File: config.mk
export PLATFORM = sky130hd
export DESIGN_NAME = complex_mixer_decimator_core
export DESIGN_NICKNAME = d
export VERILOG_FILES = /design/src/rtl/core/cmd_pkg.sv /design/src/rtl/core/complex_mixer_decimator_core.sv /design/src/rtl/core/cmd_front.sv /design/src/rtl/core/cmd_fifo.sv /design/src/rtl/core/cmd_back.sv /design/src/rtl/core/cmd_div.sv
export SDC_FILE = /design/constraint.sdc
export NUM_CORES = 2
export LEC_CHECK = 0
export BUFFER_PORTS_ARGS = -buffer_cell sky130_fd_sc_hd__buf_2
export CAP_MARGIN = 10
export CORE_MARGIN = 3
export CORE_UTILIZATION = 60
export DETAILED_ROUTE_END_ITERATION = 7
export GPL_TIMING_DRIVEN = 0
export PLACE_DENSITY = 0.79
export SYNTH_ARGS = -nofsm -noshare
export SYNTH_HDL_FRONTEND = slang
export SYNTH_HIERARCHICAL = 1
export SYNTH_SLANG_ARGS = --single-unit
File: constraint.sdc
create_clock -name clk_i -period 7.8 [get_ports clk_i]
set_input_delay 0 -clock clk_i [delete_from_list [all_inputs] [get_ports clk_i]]
set_output_delay 0 -clock clk_i [all_outputs]
set_load 0.02 [all_outputs]
File: src/rtl/core/cmd_pkg.sv
// Shared types, constants and oscillator table for the complex mixer / decimator.
// No dependencies.
package cmd_pkg;

  localparam int SAMPLE_BITS     = 16;
  localparam int PHASE_BITS      = 32;
  localparam int TABLE_ADDR_BITS = 10;
  localparam int MAX_DECIMATION  = 1024;

  localparam int LO_FRAC   = 15;
  localparam int LO_W      = LO_FRAC + 1;
  localparam int DEC_W     = 11;
  localparam int CNT_W     = 10;
  localparam int PROD_W    = 2 * SAMPLE_BITS;
  localparam int SUM_W     = 42;
  localparam int DIVD_W    = SUM_W - LO_FRAC;
  localparam int STEP_W    = $clog2(DIVD_W);
  localparam int QIDX_W    = TABLE_ADDR_BITS - 2;
  localparam int QUARTER   = 2 ** QIDX_W;
  localparam int CFG_IDX_W = 2;
  localparam int CFG_DAT_W = 32;
  localparam int FIFO_DEPTH = 4;
  localparam int FIFO_PTR_W = $clog2(FIFO_DEPTH);

  typedef logic [CFG_IDX_W-1:0] cfg_idx_t;
  localparam cfg_idx_t CFG_PHASE_STEP = cfg_idx_t'(0);
  localparam cfg_idx_t CFG_DECIMATION = cfg_idx_t'(1);

  // Queue word from front to back
  typedef struct packed {
    logic signed [SAMPLE_BITS-1:0] si;
    logic signed [SAMPLE_BITS-1:0] sq;
    logic signed [LO_W-1:0]        lo_sin;
    logic signed [LO_W-1:0]        lo_cos;
    logic                          last;
    logic [DEC_W-1:0]              dec;
  } q_word_t;

  // Division request from back to divider
  typedef struct packed {
    logic                    valid;
    logic signed [SUM_W-1:0] sum_i;
    logic signed [SUM_W-1:0] sum_q;
    logic [DEC_W-1:0]        dec;
  } div_req_t;

  typedef enum logic [1:0] {
    DIV_IDLE,
    DIV_RUN,
    DIV_DONE
  } div_state_e;

  // Quarter-wave sine polynomial, Q30 coefficients
  localparam longint unsigned C1 = 64'd1686629713;
  localparam longint unsigned C3 = 64'd693598668;
  localparam longint unsigned C5 = 64'd85569306;
  localparam longint unsigned C7 = 64'd5026993;
  localparam longint unsigned C9 = 64'd172273;

  typedef logic [QUARTER-1:0][LO_FRAC-1:0] qsin_tab_t;

  function automatic logic [LO_FRAC-1:0] qsine_calc(input int unsigned k);
    longint unsigned x;
    longint unsigned x2;
    longint unsigned p;
    longint unsigned s;
    x  = longint'(k) << (30 - QIDX_W);
    x2 = (x * x) >> 30;
    p  = C9;
    p  = C7 - ((x2 * p) >> 30);
    p  = C5 - ((x2 * p) >> 30);
    p  = C3 - ((x2 * p) >> 30);
    p  = C1 - ((x2 * p) >> 30);
    s  = (x * p) >> 30;
    s  = (s + (64'd1 << (30 - LO_FRAC - 1))) >> (30 - LO_FRAC);
    if (s > 64'd32767) begin
      s = 64'd32767;
    end
    return s[LO_FRAC-1:0];
  endfunction

  function automatic qsin_tab_t qsin_build();
    qsin_tab_t t;
    for (int unsigned k = 0; k < QUARTER; k++) begin
      t[k] = qsine_calc(k);
    end
    return t;
  endfunction

  localparam qsin_tab_t           QSIN_TAB  = qsin_build();
  localparam logic [LO_FRAC-1:0]  QSIN_PEAK = qsine_calc(QUARTER);

  // Full-circle sine from the quarter table: mirror odd quadrants, negate quadrants two and three
  function automatic logic signed [LO_W-1:0] table_sine(input logic [TABLE_ADDR_BITS-1:0] addr);
    logic [1:0]           quad;
    logic [QIDX_W-1:0]    off;
    logic [QIDX_W:0]      k;
    logic [LO_FRAC-1:0]   mag;
    logic signed [LO_W-1:0] v;
    quad = addr[TABLE_ADDR_BITS-1 -: 2];
    off  = addr[QIDX_W-1:0];
    k    = quad[0] ? ((QIDX_W+1)'(QUARTER) - {1'b0, off}) : {1'b0, off};
    mag  = k[QIDX_W] ? QSIN_PEAK : QSIN_TAB[k[QIDX_W-1:0]];
    v    = {1'b0, mag};
    return quad[1] ? -v : v;
  endfunction

endpackage

File: src/rtl/core/complex_mixer_decimator_core.sv
// Top level of the complex mixer / boxcar decimator.
// Depends on cmd_pkg, cmd_front, cmd_fifo, cmd_back and cmd_div.
//
// Digital down converter: each complex sample is multiplied by exp(+j*theta) from a
// 32-bit phase accumulator and a quarter-wave sine table (top 10 phase bits), the
// products are summed over groups of D samples (register 1, 0 reads as 1, above 1024
// reads as 1024), and each group gives one word: the sum divided by D*2^15, truncated
// toward zero and saturated to 16 bits. Register 0 is the phase step per sample.
// Write configuration only while the core is idle. Input words are taken one per
// cycle while the four-deep queue has room; the back end registers the four products and
// accumulates them into the group sums. Each group end occupies the shared shift-subtract
// divider from hand-over through its run to the result register, and the back end holds
// the next group end until the divider is free again.
module complex_mixer_decimator_core
  import cmd_pkg::*;
(
  input  logic                          clk_i,
  input  logic                          rst_ni,
  // Sample channel
  input  logic                          in_valid_i,
  output logic                          in_ready_o,
  input  logic signed [SAMPLE_BITS-1:0] sample_i_i,
  input  logic signed [SAMPLE_BITS-1:0] sample_q_i,
  // Result channel
  output logic                          out_valid_o,
  input  logic                          out_ready_i,
  output logic signed [SAMPLE_BITS-1:0] out_i_o,
  output logic signed [SAMPLE_BITS-1:0] out_q_o,
  // Configuration write channel
  input  logic                          cfg_valid_i,
  output logic                          cfg_ready_o,
  input  cfg_idx_t                      cfg_index_i,
  input  logic [CFG_DAT_W-1:0]          cfg_data_i
);

  logic [PHASE_BITS-1:0] phase_step_q;
  logic [DEC_W-1:0]      decimation_q;
  logic                  q_push, q_pop, q_full, q_empty;
  q_word_t               q_in_word, q_out_word;
  div_req_t              div_req;
  logic                  div_ready;

  // Configuration registers: always ready, unknown indexes are dropped
  assign cfg_ready_o = 1'b1;

  always_ff @(posedge clk_i or negedge rst_ni) begin
    if (!rst_ni) begin
      phase_step_q <= '0;
      decimation_q <= DEC_W'(1);
    end else if (cfg_valid_i) begin
      unique case (cfg_index_i)
        CFG_PHASE_STEP: phase_step_q <= cfg_data_i[PHASE_BITS-1:0];
        CFG_DECIMATION: decimation_q <= cfg_data_i[DEC_W-1:0];
        default: ;
      endcase
    end
  end

  // Front: oscillator lookup and group tagging at acceptance
  cmd_front u_front (
    .clk_i        (clk_i),
    .rst_ni       (rst_ni),
    .in_valid_i   (in_valid_i),
    .in_ready_o   (in_ready_o),
    .sample_i_i   (sample_i_i),
    .sample_q_i   (sample_q_i),
    .phase_step_i (phase_step_q),
    .decimation_i (decimation_q),
    .q_full_i     (q_full),
    .q_push_o     (q_push),
    .q_word_o     (q_in_word)
  );

  // Queue: lets the front keep taking samples while the back waits on the divider
  cmd_fifo u_fifo (
    .clk_i       (clk_i),
    .rst_ni      (rst_ni),
    .push_i      (q_push),
    .push_word_i (q_in_word),
    .full_o      (q_full),
    .pop_i       (q_pop),
    .pop_word_o  (q_out_word),
    .empty_o     (q_empty)
  );

  // Back: mix and accumulate, hand each finished group to the divider
  cmd_back u_back (
    .clk_i       (clk_i),
    .rst_ni      (rst_ni),
    .q_empty_i   (q_empty),
    .q_word_i    (q_out_word),
    .q_pop_o     (q_pop),
    .div_ready_i (div_ready),
    .div_req_o   (div_req)
  );

  // Divider and result register
  cmd_div u_div (
    .clk_i       (clk_i),
    .rst_ni      (rst_ni),
    .req_i       (div_req),
    .ready_o     (div_ready),
    .out_valid_o (out_valid_o),
    .out_ready_i (out_ready_i),
    .out_i_o     (out_i_o),
    .out_q_o     (out_q_o)
  );

endmodule

File: src/rtl/core/cmd_front.sv
// Front end: accepts samples, runs the oscillator and tags group ends.
// Depends on cmd_pkg.
module cmd_front
  import cmd_pkg::*;
(
  input  logic                          clk_i,
  input  logic                          rst_ni,
  input  logic                          in_valid_i,
  output logic                          in_ready_o,
  input  logic signed [SAMPLE_BITS-1:0] sample_i_i,
  input  logic signed [SAMPLE_BITS-1:0] sample_q_i,
  input  logic [PHASE_BITS-1:0]         phase_step_i,
  input  logic [DEC_W-1:0]              decimation_i,
  input  logic                          q_full_i,
  output logic                          q_push_o,
  output q_word_t                       q_word_o
);

  logic [PHASE_BITS-1:0]      phase_q, phase_d;
  logic [CNT_W-1:0]           cnt_q, cnt_d;
  logic [DEC_W-1:0]           dec_eff;
  logic [DEC_W-1:0]           cnt_inc;
  logic                       last;
  logic [TABLE_ADDR_BITS-1:0] addr;
  logic                       accept;

  assign in_ready_o = !q_full_i;
  assign accept     = in_valid_i && !q_full_i;

  always_comb begin
    if (decimation_i == '0) begin
      dec_eff = DEC_W'(1);
    end else if (decimation_i > DEC_W'(MAX_DECIMATION)) begin
      dec_eff = DEC_W'(MAX_DECIMATION);
    end else begin
      dec_eff = decimation_i;
    end
  end

  assign cnt_inc = {1'b0, cnt_q} + DEC_W'(1);
  assign last    = cnt_inc >= dec_eff;
  assign addr    = phase_q[PHASE_BITS-1 -: TABLE_ADDR_BITS];

  always_comb begin
    phase_d = phase_q;
    cnt_d   = cnt_q;
    if (accept) begin
      phase_d = phase_q + phase_step_i;
      cnt_d   = last ? '0 : cnt_inc[CNT_W-1:0];
    end
  end

  always_ff @(posedge clk_i or negedge rst_ni) begin
    if (!rst_ni) begin
      phase_q <= '0;
      cnt_q   <= '0;
    end else begin
      phase_q <= phase_d;
      cnt_q   <= cnt_d;
    end
  end

  assign q_push_o        = accept;
  assign q_word_o.si     = sample_i_i;
  assign q_word_o.sq     = sample_q_i;
  assign q_word_o.lo_sin = table_sine(addr);
  assign q_word_o.lo_cos = table_sine(addr + TABLE_ADDR_BITS'(QUARTER));
  assign q_word_o.last   = last;
  assign q_word_o.dec    = dec_eff;

endmodule

File: src/rtl/core/cmd_fifo.sv
// Short register queue between front and back.
// Depends on cmd_pkg.
module cmd_fifo
  import cmd_pkg::*;
(
  input  logic    clk_i,
  input  logic    rst_ni,
  input  logic    push_i,
  input  q_word_t push_word_i,
  output logic    full_o,
  input  logic    pop_i,
  output q_word_t pop_word_o,
  output logic    empty_o
);

  q_word_t               mem_q [FIFO_DEPTH];
  logic [FIFO_PTR_W-1:0] wr_ptr_q, rd_ptr_q;
  logic [FIFO_PTR_W:0]   count_q;

  assign full_o     = count_q == (FIFO_PTR_W+1)'(FIFO_DEPTH);
  assign empty_o    = count_q == '0;
  assign pop_word_o = mem_q[rd_ptr_q];

  always_ff @(posedge clk_i) begin
    if (push_i) begin
      mem_q[wr_ptr_q] <= push_word_i;
    end
  end

  always_ff @(posedge clk_i or negedge rst_ni) begin
    if (!rst_ni) begin
      wr_ptr_q <= '0;
      rd_ptr_q <= '0;
      count_q  <= '0;
    end else begin
      if (push_i) begin
        wr_ptr_q <= wr_ptr_q + FIFO_PTR_W'(1);
      end
      if (pop_i) begin
        rd_ptr_q <= rd_ptr_q + FIFO_PTR_W'(1);
      end
      if (push_i && !pop_i) begin
        count_q <= count_q + (FIFO_PTR_W+1)'(1);
      end else if (pop_i && !push_i) begin
        count_q <= count_q - (FIFO_PTR_W+1)'(1);
      end
    end
  end

endmodule

File: src/rtl/core/cmd_back.sv
// Back end: complex multiply, group accumulation and hand-off to the divider.
// Depends on cmd_pkg.
module cmd_back
  import cmd_pkg::*;
(
  input  logic     clk_i,
  input  logic     rst_ni,
  input  logic     q_empty_i,
  input  q_word_t  q_word_i,
  output logic     q_pop_o,
  input  logic     div_ready_i,
  output div_req_t div_req_o
);

  logic                     a_valid_q;
  logic                     a_last_q;
  logic [DEC_W-1:0]         a_dec_q;
  logic signed [PROD_W-1:0] p_ic_q, p_qs_q, p_is_q, p_qc_q;
  logic signed [SUM_W-1:0]  sum_i_q, sum_q_q;
  logic signed [PROD_W:0]   delta_i, delta_q;
  logic signed [SUM_W-1:0]  next_i, next_q;
  logic                     a_advance;
  logic                     pop;

  // Hold a group-end word until the divider is free
  assign a_advance = a_valid_q && (!a_last_q || div_ready_i);
  assign pop       = !q_empty_i && (!a_valid_q || a_advance);
  assign q_pop_o   = pop;

  assign delta_i = (PROD_W+1)'(p_ic_q) - (PROD_W+1)'(p_qs_q);
  assign delta_q = (PROD_W+1)'(p_is_q) + (PROD_W+1)'(p_qc_q);
  assign next_i  = sum_i_q + {{(SUM_W-PROD_W-1){delta_i[PROD_W]}}, delta_i};
  assign next_q  = sum_q_q + {{(SUM_W-PROD_W-1){delta_q[PROD_W]}}, delta_q};

  assign div_req_o.valid = a_advance && a_last_q;
  assign div_req_o.sum_i = next_i;
  assign div_req_o.sum_q = next_q;
  assign div_req_o.dec   = a_dec_q;

  always_ff @(posedge clk_i) begin
    if (pop) begin
      p_ic_q   <= q_word_i.si * q_word_i.lo_cos;
      p_qs_q   <= q_word_i.sq * q_word_i.lo_sin;
      p_is_q   <= q_word_i.si * q_word_i.lo_sin;
      p_qc_q   <= q_word_i.sq * q_word_i.lo_cos;
      a_last_q <= q_word_i.last;
      a_dec_q  <= q_word_i.dec;
    end
  end

  always_ff @(posedge clk_i or negedge rst_ni) begin
    if (!rst_ni) begin
      a_valid_q <= 1'b0;
      sum_i_q   <= '0;
      sum_q_q   <= '0;
    end else begin
      if (pop) begin
        a_valid_q <= 1'b1;
      end else if (a_advance) begin
        a_valid_q <= 1'b0;
      end
      if (a_advance) begin
        sum_i_q <= a_last_q ? '0 : next_i;
        sum_q_q <= a_last_q ? '0 : next_q;
      end
    end
  end

endmodule

File: src/rtl/core/cmd_div.sv
// Shift-subtract divider for both lanes, saturation and result register.
// Depends on cmd_pkg.
module cmd_div
  import cmd_pkg::*;
(
  input  logic                          clk_i,
  input  logic                          rst_ni,
  input  div_req_t                      req_i,
  output logic                          ready_o,
  output logic                          out_valid_o,
  input  logic                          out_ready_i,
  output logic signed [SAMPLE_BITS-1:0] out_i_o,
  output logic signed [SAMPLE_BITS-1:0] out_q_o
);

  localparam int STEP_RES_W = DEC_W + DIVD_W;

  div_state_e        state_q, state_d;
  logic [STEP_W-1:0] step_q;
  logic [DEC_W-1:0]  dec_q;
  logic [DEC_W-1:0]  rem_i_q, rem_q_q;
  logic [DIVD_W-1:0] dq_i_q, dq_q_q;
  logic              neg_i_q, neg_q_q;
  logic [SUM_W-1:0]  mag_i, mag_q;
  logic [STEP_RES_W-1:0] res_i, res_q;
  logic              start;
  logic              last_step;

  // One restoring step: bring in the next dividend bit, subtract if it fits
  function automatic logic [STEP_RES_W-1:0] div_step(input logic [DEC_W-1:0]  rem,
                                                     input logic [DIVD_W-1:0] dq,
                                                     input logic [DEC_W-1:0]  dec);
    logic [DEC_W-1:0] trial;
    logic             fits;
    trial = {rem[DEC_W-2:0], dq[DIVD_W-1]};
    fits  = trial >= dec;
    return {fits ? (trial - dec) : trial, dq[DIVD_W-2:0], fits};
  endfunction

  function automatic logic signed [SAMPLE_BITS-1:0] saturate(input logic [DIVD_W-1:0] q,
                                                             input logic neg);
    logic [SAMPLE_BITS-1:0] low;
    low = q[SAMPLE_BITS-1:0];
    if (neg) begin
      if (q > DIVD_W'(2 ** (SAMPLE_BITS - 1))) begin
        return {1'b1, {(SAMPLE_BITS-1){1'b0}}};
      end
      return -low;
    end
    if (q > DIVD_W'(2 ** (SAMPLE_BITS - 1) - 1)) begin
      return {1'b0, {(SAMPLE_BITS-1){1'b1}}};
    end
    return low;
  endfunction

  assign start     = (state_q == DIV_IDLE) && req_i.valid;
  assign last_step = step_q == STEP_W'(DIVD_W - 1);

  always_comb begin
    state_d     = state_q;
    ready_o     = 1'b0;
    out_valid_o = 1'b0;
    unique case (state_q)
      DIV_IDLE: begin
        ready_o = 1'b1;
        if (req_i.valid) begin
          state_d = DIV_RUN;
        end
      end
      DIV_RUN: begin
        if (last_step) begin
          state_d = DIV_DONE;
        end
      end
      DIV_DONE: begin
        out_valid_o = 1'b1;
        if (out_ready_i) begin
          state_d = DIV_IDLE;
        end
      end
      default: state_d = DIV_IDLE;
    endcase
  end

  always_ff @(posedge clk_i or negedge rst_ni) begin
    if (!rst_ni) begin
      state_q <= DIV_IDLE;
      step_q  <= '0;
    end else begin
      state_q <= state_d;
      if (start) begin
        step_q <= '0;
      end else if (state_q == DIV_RUN) begin
        step_q <= step_q + STEP_W'(1);
      end
    end
  end

  // Drop the fraction bits first: truncation toward zero nests for positive divisors
  assign mag_i = req_i.sum_i[SUM_W-1] ? SUM_W'(-req_i.sum_i) : SUM_W'(req_i.sum_i);
  assign mag_q = req_i.sum_q[SUM_W-1] ? SUM_W'(-req_i.sum_q) : SUM_W'(req_i.sum_q);
  assign res_i = div_step(rem_i_q, dq_i_q, dec_q);
  assign res_q = div_step(rem_q_q, dq_q_q, dec_q);

  always_ff @(posedge clk_i) begin
    if (start) begin
      dec_q   <= req_i.dec;
      neg_i_q <= req_i.sum_i[SUM_W-1];
      neg_q_q <= req_i.sum_q[SUM_W-1];
      dq_i_q  <= mag_i[SUM_W-1:LO_FRAC];
      dq_q_q  <= mag_q[SUM_W-1:LO_FRAC];
      rem_i_q <= '0;
      rem_q_q <= '0;
    end else if (state_q == DIV_RUN) begin
      {rem_i_q, dq_i_q} <= res_i;
      {rem_q_q, dq_q_q} <= res_q;
    end
  end

  assign out_i_o = saturate(dq_i_q, neg_i_q);
  assign out_q_o = saturate(dq_q_q, neg_q_q);

endmodule

After elaboration in Yosys (flattened, before gate mapping)
Memory sizes are Yosys's and may differ from the RTL's.
Cells that the tools add are included.
{ "op_classes": {"n_addsub": 22, "n_mul": 4, "order_cmp": 10, "n_eq_ne": 8, "muxes": 57, "n_reduce_logical": 25} }
{ "ops": {"columns": ["op", "n"], "rows": [
  ["$mux W16", 14],
  ["$mux W42", 4],
  ["$mul A16 B16 Y32", 4],
  ["$mux W27", 4],
  ["$add A42 B42 Y42", 2],
  ["$neg A42 Y42", 2],
  ["$mux W15", 4],
  ["$gt A27 B15 Y1 const B", 2],
  ["$gt A27 B16 Y1 const B", 2],
  ["$add A32 B32 Y33", 1],
  ["$ge A11 B11 Y1", 3],
  ["$sub A32 B32 Y33", 1],
  ["$add A32 B32 Y32", 1],
  ["$neg A15 Y16", 2],
  ["$neg A16 Y16", 2],
  ["$mux W10", 3],
  ["$mux W11", 2],
  ["$sub A10 B10 Y10", 2],
  ["$lt A8 B9 Y1 const B", 2],
  ["$mux W9", 2],
  ["$sub A9 B8 Y9 const A", 2],
  ["$mux W1", 16],
  ["$add A10 B1 Y11 const B", 1],
  ["$gt A11 B11 Y1 const B", 1],
  ["24 further kinds", 47]
]} }
{ "word_totals": {"reg_bits": 411, "ram_bits": 304, "rom_bits": 7680, "inputBits": 71, "output_inout_bits": 35, "wordCells": 154, "memories": 3} }
{ "memory_table": {"columns": ["name", "depth", "word_bits", "read_ports", "rd_ports_with_merged_regs", "wr", "line_no", "text"], "rows": [
  ["(name not given)", 256, 15, 1, 0, 0, "cmd_pkg.sv:103", "mag = k[QIDX_W] ? QSIN_PEAK : QSIN_TAB[k[QIDX_W-1:0]];"],
  ["(name not given)", 256, 15, 1, 0, 0, "cmd_pkg.sv:103", null],
  ["u_fifo.mem_q", 4, 76, 1, 0, 1, "cmd_fifo.sv:16", "q_word_t mem_q [FIFO_DEPTH];"]
]} }

Longest topological paths before layout
{ "depth": {"ltp_word": 9, "ltp_mapped": 29, "depth_no_buf": 29} }

By module
Netlist, hierarchy kept.
{ "by_module_without_submodules": {"columns": ["mod", "instances", "cells_per_inst", "area_each_um2", "seq_area_each_um2"], "rows": [
  ["cmd_back", 1, 5794, 53910.5, 6331.1],
  ["cmd_front", 1, 2391, 15661.3, 1051.0],
  ["cmd_fifo", 1, 432, 11370.9, 9303.9],
  ["cmd_div", 1, 803, 6864.1, 2587.5],
  ["complex_mixer_decimator_core", 1, 94, 1637.8, 1077.3]
]} }

Worst setup path after synthesis
OpenSTA, ideal clock, no wires.
{ "synth_timing": {"kind": "reg2reg", "from": "reg u_div.state_q[1]", "to": "reg u_fifo.count_q[1]", "setup_time_ns": 0.125, "arrival_time_ns": 8.357, "required_ns": 7.675, "path_slack_ns": -0.682, "stages_incl_launch_ff": 9, "path_buffers": 0, "synth_period_minus_slack_ns": 8.482, "cell_sequence": "dfrtp_1 nor2_1 nand3b_1 nor2b_1 inv_1 ha_1 inv_1 fa_1 mux2_2"} }
{ "synth_via": {"elab_chain_cells": 9, "word_cells_on_any_way": 11, "cone_classes": "mux (2); reduce/logical (9)"} }
{ "synth_rtl": {"columns": ["item", "line_no", "text"], "rows": [
  ["start: declaration", "cmd_div.sv:18", "div_state_e state_q, state_d;"],
  ["start signal: assignment", "cmd_div.sv:90", "state_q <= state_d;"],
  ["$logic_not A2 Y1 *", "cmd_div.sv:63", "unique case (state_q)"],
  ["$mux W1 *", "cmd_div.sv:63", null],
  ["via div_ready", "complex_mixer_decimator_core.sv:41", "logic div_ready;"],
  ["$logic_or A1 B1 Y1 *", "cmd_back.sv:26", "assign a_advance = a_valid_q && (!a_last_q || div_ready_i);"],
  ["$logic_and A1 B1 Y1 *", "cmd_back.sv:26", null],
  ["$logic_or A1 B1 Y1 *", "cmd_back.sv:27", "assign pop = !q_empty_i && (!a_valid_q || a_advance);"],
  ["$logic_and A1 B1 Y1 *", "cmd_back.sv:27", null],
  ["via q_pop", "complex_mixer_decimator_core.sv:38", "logic q_push, q_pop, q_full, q_empty;"],
  ["$logic_not A1 Y1", "cmd_fifo.sv:42", "if (push_i && !pop_i) begin"],
  ["$logic_and A1 B1 Y1", "cmd_fifo.sv:42", null],
  ["$mux W3 or $reduce_bool A2 Y1 (tied branches)", null, null],
  ["end signal: assignment", "cmd_fifo.sv:43", "count_q <= count_q + (FIFO_PTR_W+1)'(1);"],
  ["end signal: assignment", "cmd_fifo.sv:45", "count_q <= count_q - (FIFO_PTR_W+1)'(1);"],
  ["end: declaration", "cmd_fifo.sv:18", "logic [FIFO_PTR_W:0] count_q;"]
]} }
The timed path passes the listed nets; every way through them passes the cells marked *.
A chain may end at the register's enable or synchronous reset.

==> PnR_summary.wiki <==
{| class="wikitable"
! Metric !! Value
|-
| Vias in the first global route || 82000
|-
| Portion of the post-synthesis area used by sequential elements || 22.8%
|-
| Proportion of synthesized area in mux cells || 3.04%
|-
| Core region area || 148000 um^2
|-
| Hold Crit Start || sample_q_i[7]
|-
| Synthesized netlist cell count || 9514
|-
| Final Max Tran Viols || 15
|-
| Count of flip-flops with a built-in enable after synthesis || 511
|-
| Worst EP arrival || 8.57 ns
|-
| Worst-case hold slack || 0.0323 ns
|-
| Number of warning messages in the yosys log || 6
|-
| Failing checks || DRC, slew limit, setup timing
|-
| Wirelength per Cell || 32.5 um
|-
| Layout cells sized above 1 || 12.5%
|-
| Routability congestion estimate from global placement || 1.13
|-
| Yosys top cell area share || 23.6%
|-
| Unrepaired setup endpoints after global routing || yes
|-
| Insertion delay of the later-clocked pin in the worst-skew pair || 0.76 ns
|-
| Clock Tree Root || sky130_fd_sc_hd__clkbuf_16
|-
| Via count || 83300
|-
| Max_cap viols || 0
|-
| Total nets after synthesis || 11200
|-
| Starting Density || 60.5%
|-
| Clock tree from TritonCTS || built
|-
| Maximum number of pins on one net before global-route repair || 110
|-
| Simple logic cell fraction of the synthesized area || 14.1%
|-
| Number of antenna-violating nets in the routed design || 0
|-
| Worst slew margin || -13.8%
|-
| Number of storage elements in the synthesis netlist || 715
|-
| Die Footprint || 154000 um^2
|-
| Pin slew with the least headroom to its limit || 1.71 ns
|-
| Result of the run || complete, but fails checks
|-
| DR DRC count || 61
|-
| Critical path data required time || 8.27 ns
|-
| Synth area leader || sky130_fd_sc_hd__fa_1
|-
| Via density per instance || 6.94
|-
| Total grt overflow || 0
|-
| Final number of hold-violating endpoints || 0
|-
| Number of optimization iterations in the first detailed-route pass || 8
|-
| Period utilization || 104%
|-
| Reg-to-reg critical path startpoint || u_fifo/rd_ptr_q[0]$_DFFE_PN0P_
|-
| Shortest clock period the worst path allows after layout || 8.10 ns
|-
| Leading post-synthesis cells by cell area || sky130_fd_sc_hd__fa_1 24%, sky130_fd_sc_hd__edfxtp_1 17%, sky130_fd_sc_hd__ha_1 8.2%, sky130_fd_sc_hd__inv_1 5.9%, sky130_fd_sc_hd__dfrtp_1 5.1%
|-
| Final setup slack of the worst path || -0.297 ns
|-
| Clock Skews || 0.0776 ns
|-
| Synth Area per Inst || 9.40 um^2
|-
| Leading register cell type out of synthesis || sky130_fd_sc_hd__edfxtp_1
|-
| Share of flip-flops with an asynchronous set or reset || 25.7%
|-
| Area growth, synth to finish || 13.0%
|-
| Estimated wirelength of the detail-placed design || 280000 um
|-
| Initial antenna violation count || 45
|-
| Overall Global Routing Usage || 48.4%
|-
| Share of the synthesized netlist area taken by xor and xnor gates || 4.16%
|-
| Worst hold path type || in2reg
|-
| Post-synthesis compound-gate area fraction || 15.2%
|-
| Row count || 141
|-
| Die height || 392 um
|-
| Worst setup path startpoint || u_fifo/rd_ptr_q[0]$_DFFE_PN0P_
|-
| Detailed Route Iter0 Violations || 11600
|-
| Commonest non-fill, non-tap cells in the layout || 1385 x sky130_fd_sc_hd__inv_1, 1023 x sky130_fd_sc_hd__fa_1, 904 x sky130_fd_sc_hd__nand2_1, 557 x sky130_fd_sc_hd__ha_1, 524 x sky130_fd_sc_hd__and2_1
|-
| CTS buffer count || 79
|-
| Kind of launch point of the worst setup path || flop
|-
| Main combinational cell family by area after synthesis || adder cells
|-
| Final setup violation count || 47
|-
| Ports placed on the boundary || 106
|-
| Crit Path Max Fanout || 10
|-
| Worst setup path class || reg2reg
|-
| Clock sink total || 715
|-
| Most common library cell in the layout ignoring fill and taps || sky130_fd_sc_hd__inv_1
|-
| Post-synthesis adder-cell area fraction || 31.9%
|-
| Width of the die || 392 um
|-
| Maximum clock frequency || 124 MHz
|-
| Net count reported at finish || 11700
|-
| Buffers from clock root to sink, at most || 3
|-
| Post-Syn Area || 89400 um^2
|-
| Count of port buffers added during placement || 72
|-
| Kind of end point of the critical path || flop
|-
| Number of different library cells in the post-synthesis netlist || 124
|-
| Clock slew seen by the registers of the worst setup and hold paths || 0.06 ns
|-
| Wire length of the first global-routing pass || 541000 um
|-
| Total routed wirelength || 390000 um
|-
| H-Tree Depth || 3
|}
## final cells by class
cell class                 count  area [um^2]
tap                         1930         2410
antenna                       38         95.1
buffer                       553         3770
sequential                   715        20400
clock inverter                50          656
multi-input combinational   6816        62500
timing repair buffer         399         3800
fill                       10400        46800
inverter                    1415         5330
clock buffer                  96         2130
## through the flow
step                      setup TNS, ns  worst slack (ns)  instance area (um^2)  std cells  utilization [%]
after floorplan                       0             0.378                 89400       9514                -
after global placement          -341.10             -3.03                 92200      11500             62.4
after detailed placement        -229.01             -2.20                 92600      11500             62.6
after CTS                      -0.00175          -0.00175                 98700      11900             66.8
after global routing              -4.07            -0.285                101000      12000             68.3
final                             -5.05            -0.297                101000      12000             68.4
## critical path, stage by stage, from the launching register on
cell and delay (ns):
sky130_fd_sc_hd__dfrtp_2 0.46, sky130_fd_sc_hd__buf_12 0.16, sky130_fd_sc_hd__buf_12 0.14, sky130_fd_sc_hd__buf_12 0.13
sky130_fd_sc_hd__mux4_2 0.53, sky130_fd_sc_hd__buf_2 0.56, sky130_fd_sc_hd__and2_1 0.50, sky130_fd_sc_hd__fa_1 0.43
sky130_fd_sc_hd__inv_1 0.12, sky130_fd_sc_hd__fa_1 0.53, sky130_fd_sc_hd__fa_1 0.74, sky130_fd_sc_hd__fa_1 0.49
sky130_fd_sc_hd__fa_1 0.51, sky130_fd_sc_hd__fa_1 0.54, sky130_fd_sc_hd__inv_1 0.06, sky130_fd_sc_hd__ha_1 0.27
sky130_fd_sc_hd__clkbuf_1 0.24, sky130_fd_sc_hd__a21oi_1 0.23, sky130_fd_sc_hd__o21bai_1 0.09, sky130_fd_sc_hd__a21oi_1 0.22
sky130_fd_sc_hd__nor2_1 0.10, sky130_fd_sc_hd__a211oi_2 0.30, sky130_fd_sc_hd__o31ai_4 0.13, sky130_fd_sc_hd__a21oi_2 0.18
sky130_fd_sc_hd__xnor2_2 0.14
## cells in the mapped netlist (25+ instances only)
master	number
sky130_fd_sc_hd__a211o_1	32
sky130_fd_sc_hd__a211oi_1	76
sky130_fd_sc_hd__a21o_1	154
sky130_fd_sc_hd__a21oi_1	456
sky130_fd_sc_hd__a221oi_1	39
sky130_fd_sc_hd__a22o_1	78
sky130_fd_sc_hd__a311oi_1	27
sky130_fd_sc_hd__a31oi_1	59
sky130_fd_sc_hd__and2_1	537
sky130_fd_sc_hd__and3_1	44
sky130_fd_sc_hd__buf_1	27
sky130_fd_sc_hd__buf_2	100
sky130_fd_sc_hd__buf_4	60
sky130_fd_sc_hd__clkbuf_1	364
sky130_fd_sc_hd__dfrtp_1	183
sky130_fd_sc_hd__edfxtp_1	511
sky130_fd_sc_hd__fa_1	1056
sky130_fd_sc_hd__ha_1	587
sky130_fd_sc_hd__inv_1	1407
sky130_fd_sc_hd__mux2_2	48
sky130_fd_sc_hd__mux2i_1	40
sky130_fd_sc_hd__mux4_2	78
sky130_fd_sc_hd__nand2_1	919
sky130_fd_sc_hd__nand2b_1	80
sky130_fd_sc_hd__nand3_1	154
sky130_fd_sc_hd__nand4_1	55
sky130_fd_sc_hd__nor2_1	354
sky130_fd_sc_hd__nor2b_1	56
sky130_fd_sc_hd__nor3_1	142
sky130_fd_sc_hd__nor4_1	40
sky130_fd_sc_hd__o2111ai_1	25
sky130_fd_sc_hd__o211ai_1	71
sky130_fd_sc_hd__o21a_1	51
sky130_fd_sc_hd__o21ai_0	487
sky130_fd_sc_hd__o21bai_1	52
sky130_fd_sc_hd__o221ai_1	36
sky130_fd_sc_hd__o22ai_1	38
sky130_fd_sc_hd__o311ai_0	33
sky130_fd_sc_hd__o31ai_1	52
sky130_fd_sc_hd__or2_2	34
sky130_fd_sc_hd__or3_1	35
sky130_fd_sc_hd__xnor2_1	258
sky130_fd_sc_hd__xor2_1	162
## sequential cells by signal (all words and copies together) (netlist names), 2 cells and up
register         cells
u_div/step_q         5
u_back/p_qc_q       32
u_div/state_q        2
u_back/p_ic_q       32
u_fifo/count_q       3
u_back/a_dec_q      11
phase_step_q        32
u_fifo/mem_q       304
u_div/dec_q         11
u_div/rem_i_q       10
u_front/phase_q     32
u_back/sum_i_q      42
u_back/sum_q_q      42
u_div/dq_i_q        27
decimation_q        11
u_back/p_qs_q       32
u_fifo/wr_ptr_q      2
u_div/dq_q_q        27
u_fifo/rd_ptr_q      2
u_div/rem_q_q       10
u_front/cnt_q       10
u_back/p_is_q       32
## path summary, 6_finish.rpt
path | end | slack, ns | depth (start not counted)
min in group asynchronous | u_fifo/count_q[1]$_DFFE_PN0P_ | 0.42 | 4
max in group asynchronous | u_front/phase_q[22]$_DFFE_PN0P_ | 6.71 | 4
worst min register to register | u_div/dec_q[8]$_DFFE_PP_ | 0.41 | 0
worst min-delay path | u_fifo/mem_q[2][51]$_DFFE_PP_ | 0.03 | 2
worst max-delay path | u_back/p_qc_q[31]$_DFFE_PP_ | -0.30 | 24
worst max register to register | u_back/p_qc_q[31]$_DFFE_PP_ | -0.30 | 24
## per-layer routing
metal / GRT usage [%] / wire (um) / vias up
met5: 0 / 526 / -
met4: 38.9 / 42900 / 38
met3: 18.1 / 54100 / 2505
met2: 71.3 / 164000 / 7150
met1: 56.7 / 129000 / 40400
li1: - / - / 33200
## cells by family (layout without fill, tap and decap cells)
kind of cell               after synthesis  in the layout
other                                    1             39
muxes                                  168            168
adders and majority gates             1644           1644
xor gates and xnor gates               422            422
AOI/OAI and AO/OA                     2032           2032
buffers and inverters                 1983           2513
DFF                                    715            715
and+or+nand+nor                       2549           2549
## repair_timing
action                     4_1_cts  5_1_grt
pin swaps                       40      134
setup buffers                  101       96
hold endpoints to repair       375        0
hold buffers                    97        0
setup endpoints to repair      191      148
resized for setup              456      410
cloned                           1       10
Power is not shown: default switching activity piles up to over one toggle a cycle in this logic, so the estimate is an artifact.
